<file path="src/sv/saar_pkg.sv">
// Shared types, constants and helper functions of the stereo allpass reverb.
package saar_pkg;

  localparam int DELAY_DEPTH_DEF  = 1024;
  localparam int SAMPLE_WIDTH_DEF = 24;

  localparam int COEF_W      = 16;
  localparam int TAP_W       = 10;
  localparam int CFG_INDEX_W = 8;
  localparam int STAGES      = 4;
  localparam int STAGE_W     = $clog2(STAGES);

  // Stage whose output feeds the left channel
  localparam logic [STAGE_W-1:0] LEFT_STAGE = STAGE_W'(2);
  localparam logic [STAGE_W-1:0] LAST_STAGE = STAGE_W'(STAGES - 1);

  // Register indexes of the configuration port
  localparam logic [CFG_INDEX_W-1:0] REG_DAMP_COEF     = CFG_INDEX_W'(0);
  localparam logic [CFG_INDEX_W-1:0] REG_DRY_GAIN      = CFG_INDEX_W'(1);
  localparam logic [CFG_INDEX_W-1:0] REG_WET_GAIN      = CFG_INDEX_W'(2);
  localparam logic [CFG_INDEX_W-1:0] REG_FEEDBACK_COEF = CFG_INDEX_W'(3);
  localparam logic [CFG_INDEX_W-1:0] REG_TAP_ONE       = CFG_INDEX_W'(4);
  localparam logic [CFG_INDEX_W-1:0] REG_TAP_TWO       = CFG_INDEX_W'(5);
  localparam logic [CFG_INDEX_W-1:0] REG_TAP_THREE     = CFG_INDEX_W'(6);
  localparam logic [CFG_INDEX_W-1:0] REG_TAP_FOUR      = CFG_INDEX_W'(7);

  // Register reset values
  localparam logic [COEF_W-1:0] DAMP_COEF_RST     = COEF_W'(44564);
  localparam logic [COEF_W-1:0] DRY_GAIN_RST      = COEF_W'(778);
  localparam logic [COEF_W-1:0] WET_GAIN_RST      = COEF_W'(2949);
  localparam logic [COEF_W-1:0] FEEDBACK_COEF_RST = COEF_W'(52429);
  localparam logic [TAP_W-1:0]  TAP_RST [STAGES] = '{
    TAP_W'(202), TAP_W'(268), TAP_W'(523), TAP_W'(716)
  };

  typedef enum logic [2:0] {
    ST_CLEAR,
    ST_IDLE,
    ST_MUL,
    ST_DAMP,
    ST_FILT,
    ST_AP,
    ST_DONE
  } state_t;

  typedef struct packed {
    logic               accept;
    logic               clr;
    logic               mul;
    logic               damp;
    logic               filt;
    logic               ap;
    logic [STAGE_W-1:0] stage;
    logic               load;
  } cmd_t;

  typedef struct packed {
    logic rp_last;
  } status_t;

  // Reduce a tap below the line depth by a few conditional subtractions
  function automatic int tap_mod(input int tap, input int depth);
    int t;
    t = tap;
    for (int s = 3; s >= 0; s--) begin
      if (t >= (depth << s)) begin
        t = t - (depth << s);
      end
    end
    return t;
  endfunction

endpackage

</file>
<file path="src/sv/saar_ctrl.sv">
// Sequencing state machine of the stereo allpass reverb.
module saar_ctrl import saar_pkg::*; (
  input  logic    clk,
  input  logic    rst,
  input  logic    in_valid,
  output logic    in_ready,
  output logic    out_valid,
  input  logic    out_ready,
  input  status_t status,
  output cmd_t    cmd
);

  state_t             state, state_next;
  logic [STAGE_W-1:0] stage, stage_next;
  logic               out_valid_next;

  always_ff @(posedge clk) begin
    if (rst) begin
      state     <= ST_CLEAR;
      stage     <= '0;
      out_valid <= 1'b0;
    end else begin
      state     <= state_next;
      stage     <= stage_next;
      out_valid <= out_valid_next;
    end
  end

  // Next state
  always_comb begin
    state_next = state;
    stage_next = '0;
    unique case (state)
      ST_CLEAR: begin
        if (status.rp_last) begin
          state_next = ST_IDLE;
        end
      end
      ST_IDLE: begin
        if (in_valid) begin
          state_next = ST_MUL;
        end
      end
      ST_MUL:  state_next = ST_DAMP;
      ST_DAMP: state_next = ST_FILT;
      ST_FILT: state_next = ST_AP;
      ST_AP: begin
        if (stage == LAST_STAGE) begin
          state_next = ST_DONE;
        end else begin
          stage_next = stage + 1'b1;
        end
      end
      ST_DONE: begin
        if (!out_valid || out_ready) begin
          state_next = ST_IDLE;
        end
      end
      default: state_next = ST_CLEAR;
    endcase
  end

  // Outputs
  always_comb begin
    cmd            = '0;
    cmd.stage      = stage;
    in_ready       = 1'b0;
    out_valid_next = out_valid && !out_ready;
    unique case (state)
      ST_CLEAR: cmd.clr = 1'b1;
      ST_IDLE: begin
        in_ready   = 1'b1;
        cmd.accept = in_valid;
      end
      ST_MUL:  cmd.mul  = 1'b1;
      ST_DAMP: cmd.damp = 1'b1;
      ST_FILT: cmd.filt = 1'b1;
      ST_AP:   cmd.ap   = 1'b1;
      ST_DONE: begin
        cmd.load = !out_valid || out_ready;
        if (cmd.load) begin
          out_valid_next = 1'b1;
        end
      end
      default: cmd = '0;
    endcase
  end

`ifndef SYNTHESIS
  a_accept_starts: assert property (@(posedge clk) disable iff (rst)
    (in_valid && in_ready) |=> state == ST_MUL)
    else $error("accepted pair did not start the multiply step");

  a_ap_from_first: assert property (@(posedge clk) disable iff (rst)
    state == ST_FILT |=> (state == ST_AP && stage == '0))
    else $error("allpass sequence did not start at the first stage");

  a_ap_ends: assert property (@(posedge clk) disable iff (rst)
    (state == ST_AP && stage == LAST_STAGE) |=> state == ST_DONE)
    else $error("allpass sequence overran the last stage");

  a_result_source: assert property (@(posedge clk) disable iff (rst)
    $rose(out_valid) |-> $past(state) == ST_DONE)
    else $error("result appeared without a finished pair");
`endif

endmodule

</file>
<file path="config.mk">
export PLATFORM = sky130hd
export DESIGN_NAME = saar_ctrl
export DESIGN_NICKNAME = d
export VERILOG_FILES = /design/src/sv/saar_pkg.sv /design/src/sv/saar_ctrl.sv
export SDC_FILE = /design/constraint.sdc
export NUM_CORES = 1
export LEC_CHECK = 0
export CAP_MARGIN = 20
export CORE_AREA = 2 2 39 41
export CTS_BUF_LIST = sky130_fd_sc_hd__clkbuf_16
export CTS_CLUSTER_SIZE = 12
export DETAILED_ROUTE_END_ITERATION = 7
export DIE_AREA = 0 0 41 43
export DONT_BUFFER_PORTS = 1
export GPL_TIMING_DRIVEN = 0
export SLEW_MARGIN = 20
export SYNTH_ARGS = -nofsm -noshare
export SYNTH_HDL_FRONTEND = slang
export SYNTH_SLANG_ARGS = --single-unit
</file>
<file path="constraint.sdc">
create_clock -name clk -period 3.2 [get_ports clk]
set_input_delay 0.16 -clock clk [delete_from_list [all_inputs] [get_ports clk]]
set_output_delay 0.16 -clock clk [all_outputs]
set_load 0.005 [all_outputs]
</file>
* Yosys cells after proc, flatten, opt, wreduce, memory -nomap -nowiden *
Cells that the tools add are included.

word-level totals
  input bits = 5
  logic and storage cells = 40
  register bits after elaboration = 6

cells by class
  $add $sub $neg = 1
  reduce and logical (&&, ||, !) cells = 8
  eq/ne operators = 11
  bitwise operators = 1
  mux-type cells = 16

operators by type and width
  cell                   count
  $pmux W3 S7            1
  $mux W3                4
  $mux W1                10
  $eq A3 B3 Y1 const B   3
  $ne A2 B2 Y1 const B   4
  $reduce_or A7 Y1       1
  $eq A3 B2 Y1 const B   2
  $reduce_and A4 Y1      1
  $eq A3 B1 Y1 const B   1
  $logic_not A3 Y1       1
  $reduce_or A3 Y1       1
  $add A2 B1 Y2 const B  1
  $eq A2 B2 Y1 const B   1
  $logic_not A1 Y1       2
  $mux W2                1
  $logic_and A1 B1 Y1    1
  $logic_or A1 B1 Y1     1
  $not A1 Y1             1

* Depth between registers and ports, before layout *
  word-level depth = 4
  depth in mapped cells = 4

* Least setup slack after synthesis *
Ideal clock, no wire load.

  kind = register to register
  start = reg stage[0]
  end = reg state[0]
  library setup time = 101 ps
  path buffers = 0
  required time = 3099 ps
  stages on the path, launching flop included = 5
  slack = 1988 ps
  arrival = 1111 ps
  cell sequence = dfxtp_1 ha_1 mux2_4 or3_1 o41ai_1

between the ends
  cells in the longest elaborated chain, start to end = 3

RTL lines
  what                                line             text
  from (decl)                         saar_ctrl.sv:14  logic [STAGE_W-1:0] stage, stage_next;
  from (signal assigned)              saar_ctrl.sv:24  stage <= stage_next;
  $eq A2 B2 Y1                        saar_ctrl.sv:48  if (stage == LAST_STAGE) begin
  $ne A2 B2 Y1 (no source line)       --
  $reduce_and A4 Y1 (no source line)  --
  to (signal assigned)                saar_ctrl.sv:23  state <= state_next;
  to (decl)                           saar_ctrl.sv:13  state_t state, state_next;

Every way passes these cells.
A chain may end at the register's enable or synchronous reset.

* Final worst setup path *
Ends and elaborated chain as after synthesis.

==> metrics.txt <==
status=finished, final reports clean; period utilization=0.3965; largest cells by area after synthesis=dfxtp_1, nor3_1, and2_1; CTS Buf Count=3; clock skew=0.001572 ns; Final Hold Vio Count=0; complex-gate fraction of the synthesized area=0.1018; CTS sink cnt=6; sequential-to-total area share from yosys stat=0.3368; Via Count=approximately 300; CP max FO=3; Tightest Pin Transition=0.3004 ns; Peak Freq=between 700 and 800 MHz; Syn Inst Count=between 40 and 50; DR vias/cell=4.677; vias in the first global route=approximately 260; Post-Synth XOR/XNOR Area=0; fin crit period=~1.3 ns; Peak supply drop=between 0.0002 and 0.00025 V; post-synthesis simple-gate area fraction=0.3860; I/O Pins=16; Congestion Overflow GR=0; DP Worst Slack=1.940 ns; Initial Utilization=0.2577; Synthesized Nets=50; Clk network pwr share=0.645; #FFs+latches synth=6; Pint=approximately 0.00025 W; Sw Ratio=0.1871; share of the synthesized area in the top cell type=0.3368; Hold Crit Class=primary input to register; DRT Pass-1 Iters=2; drt wl/cell=around 12 µm; TritonCTS clock tree=yes; share of layout cells above drive strength 1=0.1633; fillers=around 150; Clock Latency Late Sink=~0.23 ns; CP endpoint kind=register; IO Port Bufs=0; setup_tns=0 ns; mapped cell area=about 360 µm²; Slew Limit Fails=0; routability congestion estimate=approximately 0.62; slew margin rel.=0.7993; Synth cell types=23; Final nets=57; CTS clk-pin slew, worst paths=roughly 0.03 ns; die area=between 0.0015 and 0.002 mm²; combinational power share=0.101; Final HPWL DP=approximately 540 µm; first-pass GRT wire length=1076 µm; CP startpoint kind=register; post-CTS setup buffers=0; worst endpoint data arrival time=1.40 ns; total global-route track usage=0.09829; CP Class=register to register; CP required=3.33 ns; mux contribution to synthesized area=0.04211; H-tree lvl count=1; Setup violations, final=0; Net Sw Power=0.00005831 W; cell taking the most area after synthesis=dfxtp_1; final WL=about 760 µm; DR iter-0 viols=1; CORE AREA=between 0.001 and 0.0015 mm²; max_cap viols=0; die outline height=around 43 µm; PnR worst setup slack=~1.9 ns; Post-Synth Adder-Cell Area=0.03509; Detail Route Antenna Nets=0; Sequential Power Share=0.254; Die Width=about 40 µm; ant diodes=0; largest family of logic cells by synthesized area=simple AND/OR/NAND/NOR gates; # DRC=0; area delta synth->final=32.28%; largest net degree at the start of global routing=11; Longest Clk Path Bufs=2; pwr/cell area=roughly 660 mW/mm²; Std-Cell Rows=14; Yosys warning count=0; RSZ-0062 raised after global routing=no; clock root buffer=clkbuf_16; synthesized area per cell=just over 8 µm²; Leak Pwr=between 0.2 and 0.25 nW; initial antenna violation count=0
-- cell usage after synthesis --
master / n
buf_2: 1
and2_1: 3
and2b_1: 1
nor2b_1: 3
buf_4: 1
ha_1: 1
a21oi_1: 3
nor3_1: 4
inv_1: 3
nor4_1: 1
nand2b_4: 1
nand3_1: 1
nor2_1: 3
o21ai_0: 1
or3_1: 1
and3_1: 1
o41ai_1: 1
dfxtp_1: 6
nand2_1: 4
mux2_4: 1
buf_6: 1
a211oi_1: 1
nor4b_1: 1
-- power groups by stage --
stage | Sequential [W] | Clock (W) | Combinational [W]
2_1_floorplan | 0.0000801 | 0 | 0.0000258
3_3_place_gp | 0.0000801 | 0 | 0.0000296
3_5_place_dp | 0.0000802 | 0 | 0.0000297
4_1_cts | 0.0000791 | 0.000207 | 0.0000308
5_1_grt | 0.0000796 | 0.000212 | 0.0000351
6_report | 0.0000791 | 0.000201 | 0.0000316
-- worst max-delay path, cell delays in order (launching register included) --
cell     delay, ns
dfxtp_1       0.31
ha_1          0.23
mux2_4        0.26
or3_1         0.30
o41ai_1       0.06
-- logic make-up (layout without fill, tap and decap cells) --
kind of cell / after synthesis / after routing
flip-flops: 6 / 6
adder cells (fa/ha/maj): 1 / 1
buffers and inverters: 6 / 11
AND/OR/NAND/NOR: 24 / 24
multiplexers: 1 / 1
AO/OA/AOI/OAI: 6 / 6
-- layout by cell type, fill, tap and decap left out --
| cell type | synthesis | routed |
|---|---|---|
| nor2_1 | 3 | 3 |
| a211oi_1 | 1 | 1 |
| and2b_1 | 1 | 1 |
| nor4_1 | 1 | 1 |
| a21oi_1 | 3 | 3 |
| and2_1 | 3 | 3 |
| nor2b_1 | 3 | 3 |
| buf_2 | 1 | 1 |
| dlygate4sd3_1 | 0 | 2 |
| nor4b_1 | 1 | 1 |
| inv_1 | 3 | 3 |
| dfxtp_1 | 6 | 6 |
| clkbuf_16 | 0 | 3 |
| or3_1 | 1 | 1 |
| nand2b_4 | 1 | 1 |
| o21ai_0 | 1 | 1 |
| nand3_1 | 1 | 1 |
| buf_6 | 1 | 1 |
| o41ai_1 | 1 | 1 |
| nor3_1 | 4 | 4 |
| mux2_4 | 1 | 1 |
| ha_1 | 1 | 1 |
| nand2_1 | 4 | 4 |
| buf_4 | 1 | 1 |
| and3_1 | 1 | 1 |
-- sequential cells by signal, indices dropped and copies added (netlist names) --
| register | flops |
|---|---|
| out_valid | 1 |
| stage | 2 |
| state | 3 |
-- final timing paths --
check            from  endpoint  slack (ns)  cells past startpoint
max          stage[0]  state[0]        1.93                      4
min               rst  stage[1]       0.005                      1
max reg2reg  stage[0]  state[0]        1.93                      4
min reg2reg  stage[0]  stage[0]        0.45                      1
-- per-stage QoR --
stage / util / power, W / hold WS, ns / instance area (µm²) / instances
6_report: 0.3409 / 0.0003117 / 0.005002 / 471.7 / 65
5_1_grt: 0.3409 / 0.0003269 / 0.003645 / 471.7 / 65
4_1_cts: 0.3336 / 0.0003165 / 0.0006805 / 461.7 / 64
3_5_place_dp: 0.2722 / 0.0001098 / 0.2346 / 376.6 / 60
3_3_place_gp: 0.2722 / 0.0001097 / 0.2332 / 376.6 / 60
2_1_floorplan: - / 0.0001058 / 0.2291 / 356.6 / 44
-- repair_timing --
item | in CTS | in global routing
hold buffers | 1 | 1
hold endpoints to repair | 1 | 1
setup endpoints to repair | 0 | 0
gates resized for setup | 0 | 0
-- metal layers --
metal,global-route usage,vias up,share of wire
li1,-,161,-
met1,0.1090,132,0.49
met2,0.1250,11,0.42
met3,0.04712,0,0.088
met4,0.1000,0,0
met5,0,-,0
-- final cells by class --
type	instances	area [µm²]	area share
Buffer	3	23.77	0.05040
Clock buffer	3	75.07	0.1592
Inverter	3	11.26	0.02387
Multi-Input combinational cell	32	201.4	0.4271
Sequential cell	6	120.1	0.2546
Tap cell	16	20.02	0.04244
Timing Repair Buffer	2	20.02	0.04244
No activity file was read; power rests on OpenSTA's default activity.
